`src/hw/rtl/ps2fr_pkg.sv`:
```
// ----------------------------------------------------------------------------
// ps2fr_pkg
// shared types, codes and constants of the ps/2 frame receiver with ring buffer
// ----------------------------------------------------------------------------
`default_nettype none

package ps2fr_pkg;

	localparam int BUFFER_DEPTH = 16;
	localparam int EMPTY_VALUE  = 255;
	localparam int SLOT_W       = $clog2(BUFFER_DEPTH);
	localparam int READ_SLOT_W  = 4;
	localparam int READ_SLOTS   = 1 << READ_SLOT_W;

	localparam logic [7:0] EMPTY_BYTE = 8'(EMPTY_VALUE);

	// bit position codes of the deframer
	localparam logic [3:0] POS_IDLE      = 4'd0;
	localparam logic [3:0] POS_LAST_DATA = 4'd8;
	localparam logic [3:0] POS_PARITY    = 4'd9;
	localparam logic [3:0] POS_STOP      = 4'd10;

	typedef enum logic {
		CMD_EDGE = 1'b0,
		CMD_READ = 1'b1
	} cmd_t;

	typedef enum logic {
		KIND_BYTE = 1'b0,
		KIND_READ = 1'b1
	} kind_t;

	typedef logic [SLOT_W-1:0] slot_idx_t;

	// finished frame handed from the deframer to the ring
	typedef struct packed {
		logic       valid;
		logic [7:0] data;
	} frame_t;

	// read slot field folded onto the ring depth
	typedef logic [READ_SLOTS-1:0][SLOT_W-1:0] slot_lut_t;

	function automatic slot_lut_t build_slot_lut();
		slot_lut_t lut;
		for (int i = 0; i < READ_SLOTS; i++) begin
			lut[i] = SLOT_W'(i % BUFFER_DEPTH);
		end
		return lut;
	endfunction

	localparam slot_lut_t SLOT_LUT = build_slot_lut();

endpackage

`default_nettype wire

```
`src/hw/rtl/ps2fr_req_if.sv`:
```
// ----------------------------------------------------------------------------
// ps2fr_req_if
// request channel: keyboard clock edge with data bit, or buffer slot read
// ----------------------------------------------------------------------------
`default_nettype none

interface ps2fr_req_if;
	logic       valid;
	logic       ready;
	logic       cmd;
	logic       data_bit;
	logic [3:0] read_slot;

	modport source (output valid, output cmd, output data_bit, output read_slot, input ready);
	modport sink   (input valid, input cmd, input data_bit, input read_slot, output ready);
endinterface

`default_nettype wire

```
`src/hw/rtl/ps2fr_res_if.sv`:
```
// ----------------------------------------------------------------------------
// ps2fr_res_if
// result channel: received byte or read data with its slot
// ----------------------------------------------------------------------------
`default_nettype none

interface ps2fr_res_if;
	logic       valid;
	logic       ready;
	logic       kind;
	logic [7:0] value;
	logic [3:0] slot;

	modport source (output valid, output kind, output value, output slot, input ready);
	modport sink   (input valid, input kind, input value, input slot, output ready);
endinterface

`default_nettype wire

```
`src/hw/rtl/ps2fr_deframer.sv`:
```
// ----------------------------------------------------------------------------
// ps2fr_deframer
// start / data / parity / stop bit tracking of one at-ps/2 frame
// ----------------------------------------------------------------------------
`default_nettype none

module ps2fr_deframer
	import ps2fr_pkg::*;
(
	input  wire logic   clk,
	input  wire logic   arst_n,
	input  wire logic   fire,
	input  wire logic   data_bit,
	output frame_t      frame
);

	logic [3:0] bit_pos_q, bit_pos_nxt;
	logic [7:0] shift_q, shift_nxt;
	logic       parity_q, parity_nxt;

	always_comb begin
		bit_pos_nxt = bit_pos_q;
		shift_nxt   = shift_q;
		parity_nxt  = parity_q;
		frame.valid = 1'b0;
		frame.data  = shift_q;
		if (bit_pos_q == POS_IDLE || bit_pos_q > POS_STOP) begin
			// low start bit opens a frame
			parity_nxt  = 1'b0;
			bit_pos_nxt = data_bit ? POS_IDLE : 4'd1;
		end else if (bit_pos_q <= POS_LAST_DATA) begin
			shift_nxt   = {data_bit, shift_q[7:1]};
			parity_nxt  = parity_q ^ data_bit;
			bit_pos_nxt = bit_pos_q + 4'd1;
		end else if (bit_pos_q == POS_PARITY) begin
			parity_nxt  = parity_q ^ data_bit;
			bit_pos_nxt = POS_STOP;
		end else begin
			bit_pos_nxt = POS_IDLE;
			frame.valid = data_bit & parity_q;
		end
	end

	always_ff @(posedge clk or negedge arst_n) begin
		if (!arst_n) begin
			bit_pos_q <= POS_IDLE;
			shift_q   <= '0;
			parity_q  <= 1'b0;
		end else if (fire) begin
			bit_pos_q <= bit_pos_nxt;
			shift_q   <= shift_nxt;
			parity_q  <= parity_nxt;
		end
	end

endmodule

`default_nettype wire

```
`src/hw/rtl/ps2fr_ring.sv`:
```
// ----------------------------------------------------------------------------
// ps2fr_ring
// ring buffer of received bytes with one read port and a write pointer
// ----------------------------------------------------------------------------
`default_nettype none

module ps2fr_ring
	import ps2fr_pkg::*;
(
	input  wire logic             clk,
	input  wire logic             arst_n,
	input  wire logic             wr_en,
	input  wire logic [7:0]       wr_data,
	input  wire logic [3:0]       rd_slot,
	output slot_idx_t             rd_index,
	output logic [7:0]            rd_data,
	output slot_idx_t             wr_index
);

	logic [7:0]              ring_q [BUFFER_DEPTH];
	logic [BUFFER_DEPTH-1:0] used_q;
	slot_idx_t               wr_slot_q;

	// next slot after the last one written
	assign wr_index = (wr_slot_q == SLOT_W'(BUFFER_DEPTH - 1)) ? '0 : wr_slot_q + 1'b1;

	assign rd_index = SLOT_LUT[rd_slot];
	assign rd_data  = used_q[rd_index] ? ring_q[rd_index] : EMPTY_BYTE;

	always_ff @(posedge clk or negedge arst_n) begin
		if (!arst_n) begin
			used_q    <= '0;
			wr_slot_q <= SLOT_W'(BUFFER_DEPTH - 1);
		end else if (wr_en) begin
			used_q[wr_index] <= 1'b1;
			wr_slot_q        <= wr_index;
		end
	end

	always_ff @(posedge clk) begin
		if (wr_en) begin
			ring_q[wr_index] <= wr_data;
		end
	end

endmodule

`default_nettype wire

```
`src/hw/rtl/ps2_frame_receiver_ring.sv`:
```
// ----------------------------------------------------------------------------
// ps2_frame_receiver_ring
// at-ps/2 keyboard frame receiver feeding a ring buffer of received bytes
// ----------------------------------------------------------------------------
//
//  channel   dir  fields                          what it moves
//  request   in   cmd, data_bit, read_slot        clock edge with data bit, or slot read
//  result    out  kind, value, slot               received byte, or read data
//
//  one request per cycle while the input register is not stalled; a request is
//  held in the input register, is worked there against the deframer state and
//  the ring, and its result (if any) lands in the output register as it moves on
//  reset clears the deframer, the ring used bits and the write pointer at once
//  an output stall holds the input register only when its request has a result;
//  edges that end in no result keep moving while a result waits
//
`default_nettype none

module ps2_frame_receiver_ring
	import ps2fr_pkg::*;
(
	input wire logic      clk,
	input wire logic      arst_n,
	ps2fr_req_if.sink     request,
	ps2fr_res_if.source   result
);

	// input register
	logic       valid_s1;
	logic       cmd_s1;
	logic       data_bit_s1;
	logic [3:0] read_slot_s1;

	// output register
	logic       out_valid_q;
	logic       out_kind_q;
	logic [7:0] out_value_q;
	logic [3:0] out_slot_q;

	frame_t     frame;
	slot_idx_t  rd_index;
	slot_idx_t  wr_index;
	logic [7:0] rd_data;

	logic is_read;
	logic has_result;
	logic out_free;
	logic s1_adv;
	logic edge_fire;

	assign is_read    = (cmd_s1 == CMD_READ);
	assign has_result = is_read | frame.valid;
	assign out_free   = !out_valid_q | result.ready;
	// an edge with no result never waits on the output side
	assign s1_adv     = valid_s1 & (!has_result | out_free);
	assign edge_fire  = s1_adv & !is_read;

	assign request.ready = !valid_s1 | s1_adv;

	always_ff @(posedge clk or negedge arst_n) begin
		if (!arst_n) begin
			valid_s1 <= 1'b0;
		end else if (request.ready) begin
			valid_s1 <= request.valid;
		end
	end

	always_ff @(posedge clk) begin
		if (request.ready && request.valid) begin
			cmd_s1       <= request.cmd;
			data_bit_s1  <= request.data_bit;
			read_slot_s1 <= request.read_slot;
		end
	end

	ps2fr_deframer u_deframer (
		.clk      (clk),
		.arst_n   (arst_n),
		.fire     (edge_fire),
		.data_bit (data_bit_s1),
		.frame    (frame)
	);

	ps2fr_ring u_ring (
		.clk      (clk),
		.arst_n   (arst_n),
		.wr_en    (edge_fire & frame.valid),
		.wr_data  (frame.data),
		.rd_slot  (read_slot_s1),
		.rd_index (rd_index),
		.rd_data  (rd_data),
		.wr_index (wr_index)
	);

	// result register, loaded when the request in s1 has a result and moves on
	always_ff @(posedge clk or negedge arst_n) begin
		if (!arst_n) begin
			out_valid_q <= 1'b0;
		end else if (s1_adv && has_result) begin
			out_valid_q <= 1'b1;
		end else if (result.ready) begin
			out_valid_q <= 1'b0;
		end
	end

	always_ff @(posedge clk) begin
		if (s1_adv && has_result) begin
			if (is_read) begin
				out_kind_q  <= KIND_READ;
				out_value_q <= rd_data;
				out_slot_q  <= 4'(rd_index);
			end else begin
				out_kind_q  <= KIND_BYTE;
				out_value_q <= frame.data;
				out_slot_q  <= 4'(wr_index);
			end
		end
	end

	assign result.valid = out_valid_q;
	assign result.kind  = out_kind_q;
	assign result.value = out_value_q;
	assign result.slot  = out_slot_q;

	// a stalled request stays put in the input register
	a_s1_hold: assert property (@(posedge clk) disable iff (!arst_n)
		valid_s1 && !s1_adv |=> valid_s1 && $stable(cmd_s1) && $stable(read_slot_s1))
		else $error("input register lost a stalled request");

	// the input side only stalls behind a waiting result
	a_stall_cause: assert property (@(posedge clk) disable iff (!arst_n)
		!request.ready |-> valid_s1 && out_valid_q && !result.ready)
		else $error("request stalled with no result waiting");

	// a read that moves on always shows up as read data
	a_read_result: assert property (@(posedge clk) disable iff (!arst_n)
		s1_adv && is_read |=> out_valid_q && out_kind_q == KIND_READ)
		else $error("read request produced no read result");

endmodule

`default_nettype wire
```
`src/flat_wrapper.sv`:
```
// flat-port wrapper written by rule: the top's interface ports become plain ports
module ps2_frame_receiver_ring_flat import ps2fr_pkg::*;
  (clk, arst_n, request_valid, request_cmd, request_data_bit, request_read_slot, request_ready, result_valid, result_kind, result_value, result_slot, result_ready);
  ps2fr_req_if request_i ();
  ps2fr_res_if result_i ();
  input wire logic clk;
  input wire logic arst_n;
  input wire logic [$bits(request_i.valid)-1:0] request_valid;
  input wire logic [$bits(request_i.cmd)-1:0] request_cmd;
  input wire logic [$bits(request_i.data_bit)-1:0] request_data_bit;
  input wire logic [$bits(request_i.read_slot)-1:0] request_read_slot;
  output wire logic [$bits(request_i.ready)-1:0] request_ready;
  output wire logic [$bits(result_i.valid)-1:0] result_valid;
  output wire logic [$bits(result_i.kind)-1:0] result_kind;
  output wire logic [$bits(result_i.value)-1:0] result_value;
  output wire logic [$bits(result_i.slot)-1:0] result_slot;
  input wire logic [$bits(result_i.ready)-1:0] result_ready;
  assign request_i.valid = request_valid;
  assign request_i.cmd = request_cmd;
  assign request_i.data_bit = request_data_bit;
  assign request_i.read_slot = request_read_slot;
  assign request_ready = request_i.ready;
  assign result_valid = result_i.valid;
  assign result_kind = result_i.kind;
  assign result_value = result_i.value;
  assign result_slot = result_i.slot;
  assign result_i.ready = result_ready;
  ps2_frame_receiver_ring u_core (.clk(clk), .arst_n(arst_n), .request(request_i), .result(result_i));
endmodule
```
`config.mk`:
```
export PLATFORM = sky130hd
export DESIGN_NAME = ps2_frame_receiver_ring_flat
export DESIGN_NICKNAME = d
export VERILOG_FILES = /design/src/hw/rtl/ps2fr_pkg.sv /design/src/hw/rtl/ps2fr_req_if.sv /design/src/hw/rtl/ps2fr_res_if.sv /design/src/hw/rtl/ps2fr_deframer.sv /design/src/hw/rtl/ps2fr_ring.sv /design/src/hw/rtl/ps2_frame_receiver_ring.sv /design/src/flat_wrapper.sv
export SDC_FILE = /design/constraint.sdc
export NUM_CORES = 1
export LEC_CHECK = 0
export ABC_AREA = 1
export BUFFER_PORTS_ARGS = -buffer_cell sky130_fd_sc_hd__buf_2
export CORE_MARGIN = 2
export CORE_UTILIZATION = 53
export CTS_BUF_LIST = sky130_fd_sc_hd__clkbuf_4 sky130_fd_sc_hd__clkbuf_8
export CTS_CLUSTER_SIZE = 28
export DETAILED_ROUTE_END_ITERATION = 16
export GPL_ROUTABILITY_DRIVEN = 0
export GPL_TIMING_DRIVEN = 1
export PLACE_DENSITY = 0.81
export SKIP_CTS_REPAIR_TIMING = 1
export SLEW_MARGIN = 20
export SYNTH_ARGS = -nofsm -noshare
export SYNTH_HDL_FRONTEND = slang
export SYNTH_SLANG_ARGS = --single-unit
```
`constraint.sdc`:
```
create_clock -name clk -period 4.8 [get_ports clk]
set_input_delay 0.72 -clock clk [delete_from_list [all_inputs] [get_ports clk]]
set_output_delay 0.72 -clock clk [all_outputs]
set_load 0.03 [all_outputs]
```
==> results.md <==
* Status: finished clean
* Final Net Count at 759
* Gr ovfl total at 0
* Remaining DRCs at 0
* Final WL at 16,760 um
* CP arrival at 3020 ps
* Placed Cells at 905
* Final hold violations at 0
* Vias per cell at 5.564
* Hpwl dp at 10,770 um
* Antenna violations before repair at 0
* Fin Hold WS at 333.4 ps
* Synth Flop Type: edfxtp_1
* Mapped Area at 8008 um2
* Router iterations before antenna repair at 5
* Clock Latency Late Sink at 470 ps
* Yosys reg bits at 186
* Post-Route Setup TNS at 0 ps
* Row count at 44
* RR Startpoint: u_core.cmd_s1
* Unique masters post-synth at 36
* Final Skew at 10.98 ps
* Worst Setup Slack, final at 1879 ps
* Crit-path max FO at 32
* Final period util at 0.6085
* Max frequency at 342.4 MHz
* Core Region at 14,640 um2
* Async S/R FF share, synth at 0.1882
* Worst setup startpoint: u_core.cmd_s1
* Die ar. at 16,110 um2
* Post-synth EDFFs at 147
* Placed Area at 8230 um2
* Largest net degree at the start of global routing at 106
* H-Tree Depth at 4
* Clock buffer depth at 2
* HP Class: in -> async
* IO buf count at 24
* Area growth, synth to finish at 7.437%
* VDD IR max at 0.2973 mV
* Kind of critical path: reg -> reg
* Reg2reg end: u_core.u_ring.ring_q[10][4]
* Power Total at 3.587 mW
* Die H at 126.9 um
* Worst reg-to-reg path cell count at 3
* Via count at 5,213
* I/O pin total at 25
* Count of pins over their slew limit at 0
* R2R Setup Slk at 1880 ps
* Final ANT Viol Nets at 0
* CTS sink cnt at 186
* Placement Setup Slack at 1941 ps
* P per Cell Area at 416.9 nW/um2
* Vias in the first global route at 5,058
* Antenna diodes at 0
* Mapped Nets at 745
* Clock root buffer: clkbuf_8
* Setup crit end kind: flip-flop
* Width of the die at 126.9 um
* Crit path time final at 2921 ps
* WL/cell at 17.88 um
* Critical Path Start Type: flip-flop
* CP Data Required Time at 4900 ps
* Non-filler instance count after layout at 937
* Worst slew margin at 0.3272
* Synth warnings at 0
* Leak Pwr at 3.413 nW
* # setup viols final at 0
* Starting density of the core at 0.5468
* Finished Cell Area at 8603 um2
* Drt initial violations at 786
* Least-Margin Pin Slew at 1009 ps
* Count of max-cap constraint violations at 0
* First-pass GRT wire length at 26,570 um
* GRT Overall Usage at 0.2195
* Layout cells sized above 1 at 0.1222
* Synth Instances at 726
* Synthesized area per cell at 11.03 um2
* CTS Buf Count at 17
* TritonCTS clock tree: yes
* Sequential fraction of the synthesis area at 0.6713
* Unrepaired setup endpoints after global routing: false
* Clock transition at path regs at 90 ps
* Finished Core Util at 0.5875
cell families (layout without fill, tap and decap cells):
family                     after synthesis  count (layout)  synth area share
and+or+nand+nor                        235             235            0.1336
xor gates and xnor gates                 1               1          0.001094
DFF                                    186             186            0.6712
buffers and inverters                  130             157           0.06531
adders and majority gates                9               9           0.01406
AOI/OAI and AO/OA                      165             165            0.1147
layout by cell type (no fill, tap or decap), drive strengths merged:
cell / instances
nor3: 1
a211oi: 1
bufinv: 1
nand3: 26
dfrtp: 31
dfstp: 4
edfxtp: 147
inv: 101
clkinv: 6
buf: 27
or2: 8
a21oi: 53
ha: 9
xnor2: 1
o211ai: 28
clkbuf: 17
dfxtp: 4
nand2: 149
o21ai: 82
o22ai: 1
nand4: 12
clkinvlp: 5
nor2: 39
critical path: stages, from the launching register on:
cell	delay [ps]
edfxtp_1	630
inv_1	500
nand4_4	640
nor2_1	780
synth_stat cells, types with 2 or more instances:
cell	number	share of area
edfxtp_1	147	0.55
nand2_1	143	0.067
inv_1	93	0.044
o21ai_0	63	0.039
a21oi_1	52	0.033
dfrtp_1	31	0.097
nor2_1	28	0.013
o211ai_1	28	0.026
nand3_1	25	0.016
buf_2	18	0.011
o21ai_1	17	0.011
nand4_1	10	0.0078
clkbuf_1	9	0.0042
ha_1	9	0.014
nor2_4	7	0.0098
or2_1	7	0.0055
nand2_2	6	0.0047
dfstp_2	4	0.013
dfxtp_1	4	0.010
nor2_2	4	0.0031
inv_2	3	0.0014
buf_1	2	0.00094
clkinv_1	2	0.00094
o21ai_2	2	0.0022
report_power, final:
| group | switching (mW) | internal, mW | leakage (nW) |
|---|---|---|---|
| clock network | 0.563 | 0.416 | 0.176 |
| registers | 0.259 | 1.93 | 1.81 |
| logic | 0.285 | 0.136 | 1.43 |
| total | 1.11 | 2.48 | 3.41 |
sequential cells by signal, indices dropped and copies added, names as in the netlist:
register                     cells
u_core.cmd_s1                    1
u_core.data_bit_s1               1
u_core.rd_index                  4
u_core.read_slot_s1              4
u_core.result.kind               1
u_core.result.slot               4
u_core.result.valid              1
u_core.result.value              8
u_core.u_deframer.bit_pos_q      4
u_core.u_deframer.parity_q       1
u_core.u_deframer.shift_q        8
u_core.u_ring.ring_q           128
u_core.u_ring.used_q            16
u_core.u_ring.wr_slot_q          4
u_core.valid_s1                  1
worst max-delay path by stage:
| stage | end | cells past startpoint |
|---|---|---|
| after floorplan | u_core.u_ring.ring_q[5][0] | 7 |
| after CTS | u_core.u_ring.ring_q[10][4] | 3 |
| after global placement | u_core.u_ring.ring_q[9][4] | 3 |
| after detailed placement | u_core.u_ring.ring_q[10][1] | 3 |
| final | u_core.u_ring.ring_q[10][4] | 3 |
| after global routing | u_core.u_ring.ring_q[10][2] | 3 |
area by class of cell:
class                           instances  area (um2)
Clock buffer                           17       234.0
Clock inverter                         15       138.9
Multi-Input combinational cell        410        2110
Tap cell                              184       230.2
Sequential cell                       186        5380
Timing Repair Buffer                   27       142.6
Inverter                               98       367.9
Fill cell                            1184        6041
layer usage:
| metal | GRT usage | vias up | share of wire |
|---|---|---|---|
| met2 | 0.3485 | 220 | 0.49 |
| met4 | 0.08533 | 0 | 0.022 |
| li1 | - | 2504 | - |
| met5 | 0 | - | 0 |
| met1 | 0.2967 | 2455 | 0.41 |
| met3 | 0.05188 | 34 | 0.084 |
Power figures use the tool's default switching activity.
